**src/tmg_pkg.sv**
```systemverilog
// ----------------------------------------------------------------------------
// tmg_pkg
// Shared types, constants and arithmetic helpers of the torus mesh generator.
// ----------------------------------------------------------------------------
package tmg_pkg;

   localparam int COUNT_BITS   = 8;
   localparam int CORDIC_STEPS = 14;
   localparam int TRIG_STAGES  = 8;   // seven rotation stages and one fold stage
   localparam int XY_W         = 19;  // CORDIC x and y datapath width
   localparam int Z_W          = 17;  // CORDIC residual angle width
   localparam int TRIG_W       = 18;  // cos and sin in Q1.16, clamped to +-1.0

   localparam logic signed [XY_W-1:0]   CORDIC_X0 = XY_W'(39797);
   localparam logic signed [TRIG_W-1:0] TRIG_LIM  = TRIG_W'(65536);

   // Rotation angles in units of 1/65536 of a turn.
   localparam logic signed [Z_W-1:0] TURN_ATAN [CORDIC_STEPS] = '{
      Z_W'(8192), Z_W'(4836), Z_W'(2555), Z_W'(1297), Z_W'(651), Z_W'(326),
      Z_W'(163), Z_W'(81), Z_W'(41), Z_W'(20), Z_W'(10), Z_W'(5), Z_W'(3), Z_W'(1)
   };

   // Command codes.
   localparam logic CMD_VERTEX = 1'b0;
   localparam logic CMD_QUAD   = 1'b1;

   // Configuration register indexes.
   localparam logic [7:0] REG_MAJOR_RADIUS = 8'd0;
   localparam logic [7:0] REG_MINOR_RADIUS = 8'd1;
   localparam logic [7:0] REG_RING_COUNT   = 8'd2;
   localparam logic [7:0] REG_SIDE_COUNT   = 8'd3;

   typedef struct packed {
      logic [COUNT_BITS-1:0] rem;
      logic [15:0]           quo;
   } div_type;

   typedef struct packed {
      logic signed [XY_W-1:0] x;
      logic signed [XY_W-1:0] y;
      logic signed [Z_W-1:0]  z;
   } cordic_type;

   // Four steps of restoring division of a fraction rem/count.
   function automatic div_type div_step4(input div_type d, input logic [COUNT_BITS-1:0] c);
      div_type                 o;
      logic [COUNT_BITS:0]     r2;
      o = d;
      for (int k = 0; k < 4; k++) begin
         r2 = {o.rem, 1'b0};
         if (r2 >= {1'b0, c}) begin
            r2    = r2 - {1'b0, c};
            o.quo = {o.quo[14:0], 1'b1};
         end else begin
            o.quo = {o.quo[14:0], 1'b0};
         end
         o.rem = r2[COUNT_BITS-1:0];
      end
      return o;
   endfunction

   // One CORDIC rotation step; the step number is always a constant.
   function automatic cordic_type cordic_iter(input cordic_type a, input int i);
      cordic_type             o;
      logic signed [XY_W-1:0] dx;
      logic signed [XY_W-1:0] dy;
      dx = a.y >>> i;
      dy = a.x >>> i;
      if (!a.z[Z_W-1]) begin
         o.x = a.x - dx;
         o.y = a.y + dy;
         o.z = a.z - TURN_ATAN[i];
      end else begin
         o.x = a.x + dx;
         o.y = a.y - dy;
         o.z = a.z + TURN_ATAN[i];
      end
      return o;
   endfunction

   function automatic logic signed [TRIG_W-1:0] clamp_trig(input logic signed [XY_W-1:0] v);
      logic signed [TRIG_W-1:0] o;
      if (v > XY_W'(TRIG_LIM)) begin
         o = TRIG_LIM;
      end else if (v < -XY_W'(TRIG_LIM)) begin
         o = -TRIG_LIM;
      end else begin
         o = v[TRIG_W-1:0];
      end
      return o;
   endfunction

endpackage

```
**src/tmg_trig.sv**
```systemverilog
// ----------------------------------------------------------------------------
// tmg_trig
// Pipelined CORDIC cosine and sine of a phase given in 1/65536 of a turn.
// ----------------------------------------------------------------------------
module tmg_trig (
   input  logic                             clock,
   input  logic [tmg_pkg::TRIG_STAGES-1:0]  en,       // load enable of each stage
   input  logic [15:0]                      phase,
   output logic signed [tmg_pkg::TRIG_W-1:0] cos_out,
   output logic signed [tmg_pkg::TRIG_W-1:0] sin_out
);
   import tmg_pkg::*;

   localparam int ROT_STAGES = TRIG_STAGES - 1;

   cordic_type             rot_ff   [ROT_STAGES];
   cordic_type             rot_in   [ROT_STAGES];
   logic [1:0]             quad_ff  [ROT_STAGES];
   logic signed [TRIG_W-1:0] cos_ff, sin_ff;
   logic signed [TRIG_W-1:0] cos_in, sin_in;
   cordic_type             seed;

   // The residual angle within the quadrant is rotated two steps per stage.
   always_comb begin
      seed.x = CORDIC_X0;
      seed.y = '0;
      seed.z = Z_W'(phase[13:0]);
      rot_in[0] = cordic_iter(cordic_iter(seed, 0), 1);
      for (int k = 1; k < ROT_STAGES; k++) begin
         rot_in[k] = cordic_iter(cordic_iter(rot_ff[k-1], 2 * k), 2 * k + 1);
      end
   end

   // Fold the quadrant back in.
   always_comb begin
      unique case (quad_ff[ROT_STAGES-1])
         2'd0: begin
            cos_in = clamp_trig(rot_ff[ROT_STAGES-1].x);
            sin_in = clamp_trig(rot_ff[ROT_STAGES-1].y);
         end
         2'd1: begin
            cos_in = clamp_trig(-rot_ff[ROT_STAGES-1].y);
            sin_in = clamp_trig(rot_ff[ROT_STAGES-1].x);
         end
         2'd2: begin
            cos_in = clamp_trig(-rot_ff[ROT_STAGES-1].x);
            sin_in = clamp_trig(-rot_ff[ROT_STAGES-1].y);
         end
         default: begin
            cos_in = clamp_trig(rot_ff[ROT_STAGES-1].y);
            sin_in = clamp_trig(-rot_ff[ROT_STAGES-1].x);
         end
      endcase
   end

   always_ff @(posedge clock) begin
      if (en[0]) begin
         rot_ff[0]  <= rot_in[0];
         quad_ff[0] <= phase[15:14];
      end
      for (int k = 1; k < ROT_STAGES; k++) begin
         if (en[k]) begin
            rot_ff[k]  <= rot_in[k];
            quad_ff[k] <= quad_ff[k-1];
         end
      end
      if (en[TRIG_STAGES-1]) begin
         cos_ff <= cos_in;
         sin_ff <= sin_in;
      end
   end

   assign cos_out = cos_ff;
   assign sin_out = sin_ff;

endmodule

```
**config.mk**
```make
export PLATFORM = sky130hd
export DESIGN_NAME = tmg_trig
export DESIGN_NICKNAME = d
export VERILOG_FILES = /design/src/tmg_pkg.sv /design/src/tmg_trig.sv
export SDC_FILE = /design/constraint.sdc
export NUM_CORES = 2
export LEC_CHECK = 0
export BUFFER_PORTS_ARGS = -buffer_cell sky130_fd_sc_hd__buf_2
export CAP_MARGIN = 10
export CORE_MARGIN = 2
export CORE_UTILIZATION = 40
export CTS_BUF_LIST = sky130_fd_sc_hd__clkbuf_8
export DETAILED_ROUTE_END_ITERATION = 10
export PLACE_DENSITY = 0.54
export SLEW_MARGIN = 20
export SYNTH_ARGS = -nofsm -noshare
export SYNTH_HDL_FRONTEND = slang
export SYNTH_SLANG_ARGS = --single-unit
export TNS_END_PERCENT = 10
```
**constraint.sdc**
```tcl
create_clock -name clock -period 9.2 [get_ports clock]
set_input_delay 1.84 -clock clock [delete_from_list [all_inputs] [get_ports clock]]
set_output_delay 1.84 -clock clock [all_outputs]
set_load 0.005 [all_outputs]
```
Word-level counts from Yosys, hierarchy flattened

Memories as Yosys holds them, arrays and structs flattened.
Index checks and enable logic that the tools add are counted.

$add $sub $neg: 77
Order comparisons: 8
Equality and inequality tests: 2
Muxes and demuxes: 37
Reduce and logical (&&, ||, !) cells: 1

Operator list:

| cell                                                                              | number |
|---|---|
| 55-bit 2-to-1 mux                                                                 | 12 |
| 18-bit 2-to-1 mux                                                                 | 8 |
| 18-bit one-hot mux with 3 select lines                                            | 2 |
| 19-bit by 18-bit greater-than comparator with 1-bit output, second input constant | 4 |
| 19-bit by 17-bit < comparator with 1-bit output, second input constant            | 4 |
| 52-bit 2-to-1 mux                                                                 | 1 |
| 19-bit by 10-bit adder with 19-bit output                                         | 2 |
| 19-bit by 11-bit adder with 19-bit output                                         | 2 |
| 19-bit by 12-bit adder with 19-bit output                                         | 2 |
| 19-bit by 13-bit adder with 19-bit output                                         | 2 |
| 19-bit by 14-bit adder with 19-bit output                                         | 2 |
| 19-bit by 15-bit adder with 19-bit output                                         | 2 |
| 19-bit by 16-bit adder with 19-bit output                                         | 2 |
| 19-bit by 17-bit adder with 19-bit output                                         | 2 |
| 19-bit by 6-bit adder with 19-bit output                                          | 2 |
| 19-bit by 7-bit adder with 19-bit output                                          | 2 |
| 19-bit by 8-bit adder with 19-bit output                                          | 2 |
| 19-bit by 9-bit adder with 19-bit output                                          | 2 |
| 19-bit negation                                                                   | 2 |
| 19-bit by 10-bit subtractor with 19-bit output                                    | 2 |
| 19-bit by 11-bit subtractor with 19-bit output                                    | 2 |
| 19-bit by 12-bit subtractor with 19-bit output                                    | 2 |
| 19-bit by 13-bit subtractor with 19-bit output                                    | 2 |
| 19-bit by 14-bit subtractor with 19-bit output                                    | 2 |
| 38 further kinds                                                                  | 58 |

Flip-flop bits (word level): 36
RAM bits: 399
Bits of input ports: 25
Output and inout port bits: 36
Word-level logic and storage cells: 129
Memories: 2

Memory list:

| memory  | words | width | read ports | clocked after Yosys merged registers in | wr ports | RTL line       | text |
|---|---|---|---|---|---|---|---|
| rot_ff  | 7     | 55    | 7          | 0                                       | 7        | tmg_trig.sv:16 | `cordic_type rot_ff [ROT_STAGES];` |
| quad_ff | 7     | 2     | 7          | 0                                       | 7        | tmg_trig.sv:18 | `logic [1:0] quad_ff [ROT_STAGES];` |

Depth between registers and ports, before layout

An unclocked memory read counts as a cell.

Word-level depth: 6
Depth in mapped cells: 31
Mapped depth without buffers: 31

Worst setup path after synthesis

OpenSTA, ideal clock, no wires.

Kind: reg2reg
Start point: mem rot_ff[5][50] (netlist bit)
End point: mem rot_ff[6][52] (netlist bit) (data pin)
Data arrival time: 6,388 ps
Data required time: 8,942 ps
Slack: 2,554 ps
Cell stages (with the launch flop): 28
Buffers on the path: 0
Period minus slack after synthesis: 6,646 ps
Cell sequence: edfxtp_1 > nor2_1 > nand3_1 > or4_1 > ha_1 > inv_1 > o21ai_0 > ha_1 > a21oi_1 > nand2_1 > or2_2 > o211ai_1 > a21oi_1 > o41ai_1 > and3_1 > inv_1 > ha_1 > o21ai_0 > ha_1 > a21o_1 > a31oi_1 > a21oi_1 > a21o_1 > a21o_1 > a2111oi_0 > or4_1 > nand3b_1 > xor2_1

RTL lines:

| element            | RTL line |
|---|---|
| start: declaration | tmg_trig.sv:16 |

==> impl_metrics.ini <==
[clocking]
clk_latency_ns = 0.74
cts-resized-gates = 0
cts_buffer_depth = 3
postCtsHoldBufs = 0
htreeDepth = 3
path_clk_slew_ns = 0.06
root_buffer = clkbuf_8
postCtsSetupRepairBufs = 0
cts_tree = done
cts_made_buffers = 75
clock-sinks = 381

[final_layout]
stdcell_count = 6906
final_net_count = 6042
drive_gt1_share_pct = 4.98
syn_to_final_growth_pct = 7.78
utilization_pct = 43.4
final_area_mm2 = 0.0487

[logic_synthesis]
ys.warnings.count = 0
syn_area_mm2 = 0.0452
yosysSeqAreaShare_pct = 25.3
synth_edf_count = 381
synth_fp_nets = 5977
netlist_instances = 5288
synth_cell_type_count = 93
ys_ff_latch = 381
ys_async_sr_fraction_pct = 0
syn_area_per_cell_um2 = 8.55
synthFlopType = edfxtp_1

[worst_setup_path]
startpoint = rot_ff[4][30]$_DFFE_PP_
cp_max_fo = 6
critPathRequiredTime_ns = 9.63
start_kind = flop
rrSetupSlack_ns = 1.64
path_class = flop to flop
crit_end = rot_ff[5][35]$_DFFE_PP_
reg2reg_depth = 27
arrival_ns = 7.99
worstSetupEndpointType = flop
r2r-start = rot_ff[4][30]$_DFFE_PP_
timing.rr.end = rot_ff[5][35]$_DFFE_PP_

[die]
die_w_um = 340
core_mm2 = 0.112
die_h_um = 340
die-area_mm2 = 0.116
initial_core_util_pct = 40.2
row_count = 123
ios = 61

[placement]
placed_cells = 6776
gp_congestion = 0.876
portBuffers = 60
dpl.hpwl_um = 94700
placed_cell_area_mm2 = 0.0472

[status]
run_status = complete, no violations

[global_routing]
antenna_found_initial = 1
grt_pass1_vias = 35900
track_usage_pct = 20.0
grt_max_degree = 58
grt_overflow = 0
grt_pass1_wl_um = 190000

[detailed_routing]
drt-initial-drc-count = 2387
vias = 38000
vias_per_cell = 5.51
firstDrtPassIters = 6
drc = 0
wl_um = 118000
antenna_left = 0
detail_route.wl_per_cell_um = 17.0

[sta]
min_period_ns = 7.56
tightest_slew_ns = 1.17
setup_viol = 0
rsz0062_at_grt = no
hold_viol_final = 0
relSlewSlack_pct = 21.4
final_max_slew_viol_count = 0
setup-tns-final_ns = 0
max_freq_ghz = 0.132
period_share_pct = 82.1
fin_skew_ns = 0.0820

[hold_path]
hold_path_class = flop to flop

[run]
drv_cap = 0
[layout by cell type, fill, tap and decap left out, types with 19 or more instances in the layout]
cell,netlist,routed
nor2_1,529,529
and2_1,34,34
o31ai_1,36,36
a211oi_1,35,35
buf_4,2,28
inv_1,361,374
o21a_1,105,105
edfxtp_1,381,381
or2_2,24,24
nor4_1,28,28
and3_1,38,38
xnor2_1,515,515
buf_2,4,60
nand3_1,103,103
a31oi_1,57,57
nand2_1,312,312
a21boi_0,36,36
o41ai_1,31,31
or4_1,20,20
xor2_1,163,163
clkinv_1,5,19
a21oi_1,487,486
nor3_1,165,165
nand2b_1,68,68
nor2b_1,94,94
a21o_1,123,123
clkbuf_8,0,76
or3_1,48,48
o21bai_1,59,59
o211ai_1,32,32
ha_1,633,633
o21ai_0,313,313
nand4_1,24,24
fa_1,31,31
mux2i_1,20,20
[cells by family (layout without fill, tap and decap cells)]
| logic type | Yosys count | count (layout) | synth area share [%] |
|---|---|---|---|
| buffers and inverters | 468 | 585 | 3.95 |
| adder cells (fa/ha/maj) | 664 | 664 | 18.9 |
| AO/OA/AOI/OAI | 1519 | 1519 | 21.4 |
| multiplexers | 35 | 35 | 0.817 |
| AND/OR/NAND/NOR | 1541 | 1541 | 16.4 |
| XOR/XNOR | 680 | 680 | 13.2 |
| flip-flops | 381 | 381 | 25.3 |
| other | 0 | 1 | 0 |
[critical path, stage by stage (launching register included)]
cell,delay (ns)
edfxtp_1,0.45
nor3_1,0.40
nand2_1,0.13
o41ai_1,0.87
nand2_1,0.13
ha_1,0.28
a21o_1,0.17
a21oi_1,0.20
inv_1,0.07
o211a_1,0.25
o41ai_2,0.38
xnor2_1,0.30
or4_1,0.67
or3_1,0.41
ha_1,0.29
nor2_1,0.11
nor2_1,0.06
ha_1,0.34
inv_1,0.09
nor2_1,0.05
nor2_1,0.08
a21oi_1,0.09
a41o_1,0.31
o311a_1,0.35
o21a_1,0.19
o21a_1,0.18
o41a_1,0.32
xnor2_1,0.13
[cell usage after synthesis, drive strengths merged (15+ instances only)]
cell / count / area, um^2
nor2b: 94 / 588
a21oi: 488 / 2450
clkbuf: 84 / 315
o21ai: 325 / 1630
buf: 16 / 87.6
edfxtp: 381 / 11400
a211oi: 35 / 263
nand4: 24 / 150
or3: 48 / 300
or4: 22 / 173
nand2: 313 / 1180
inv: 363 / 1360
o31a: 17 / 149
nor3: 166 / 842
a31oi: 59 / 390
xnor2: 515 / 4510
xor2: 163 / 1430
and2: 34 / 213
ha: 633 / 7920
o41ai: 34 / 320
nor2: 530 / 2010
a21boi: 37 / 278
fa: 31 / 621
mux2i: 20 / 200
o211ai: 32 / 240
nand2b: 68 / 425
or2: 24 / 150
and3: 38 / 238
a21o: 123 / 923
o31ai: 36 / 270
nand3: 103 / 515
o21bai: 59 / 443
mux2: 15 / 169
o21a: 105 / 788
nor4: 32 / 251
[layout make-up]
| type | count | area [um^2] |
|---|---|---|
| clock buffers | 76 | 1050 |
| inverters | 368 | 1380 |
| well taps | 1500 | 1880 |
| flip-flops and latches | 381 | 11400 |
| fillers | 11200 | 63600 |
| diodes | 1 | 2.50 |
| repair buffers | 88 | 510 |
| clock inverters | 53 | 474 |
| multi-input cells | 4439 | 32000 |
[how the worst min path moves through the flow]
stage	startpoint	endpoint	slack [ns]	cells after the start
2_1_floorplan	quad_ff[0][0]$_DFFE_PP_	quad_ff[1][0]$_DFFE_PP_	0.40	0
5_1_grt	quad_ff[3][0]$_DFFE_PP_	quad_ff[4][0]$_DFFE_PP_	0.44	0
3_3_place_gp	quad_ff[3][1]$_DFFE_PP_	quad_ff[4][1]$_DFFE_PP_	0.40	0
3_5_place_dp	quad_ff[3][0]$_DFFE_PP_	quad_ff[4][0]$_DFFE_PP_	0.40	0
6_report	quad_ff[3][0]$_DFFE_PP_	quad_ff[4][0]$_DFFE_PP_	0.42	0
4_1_cts	quad_ff[3][0]$_DFFE_PP_	quad_ff[4][0]$_DFFE_PP_	0.42	0
[sequential cells by signal, indices dropped and copies added (netlist names)]
register	cells
quad_ff	14
sin_out	18
cos_out	18
rot_ff	331
[per-stage QoR]
stage | hold WS (ns) | setup WS (ns)
after floorplan | 0.400 | 2.55
after global placement | 0.401 | 1.99
after detailed placement | 0.405 | 1.87
after CTS | 0.423 | 1.77
after global routing | 0.437 | 1.13
final | 0.422 | 1.64
[routing by layer]
metal  global-route usage, %  up-vias  share of wire (%)
li1                        -    19400                  -
met1                    25.8    17600                 45
met2                    34.6      796                 48
met3                    2.67      191                4.2
met4                    6.24        0                3.1
met5                       0        -                  0
Power is left out: the tool's default activity adds up to more than one toggle a clock period on the data nets, which glitch-free logic cannot reach.
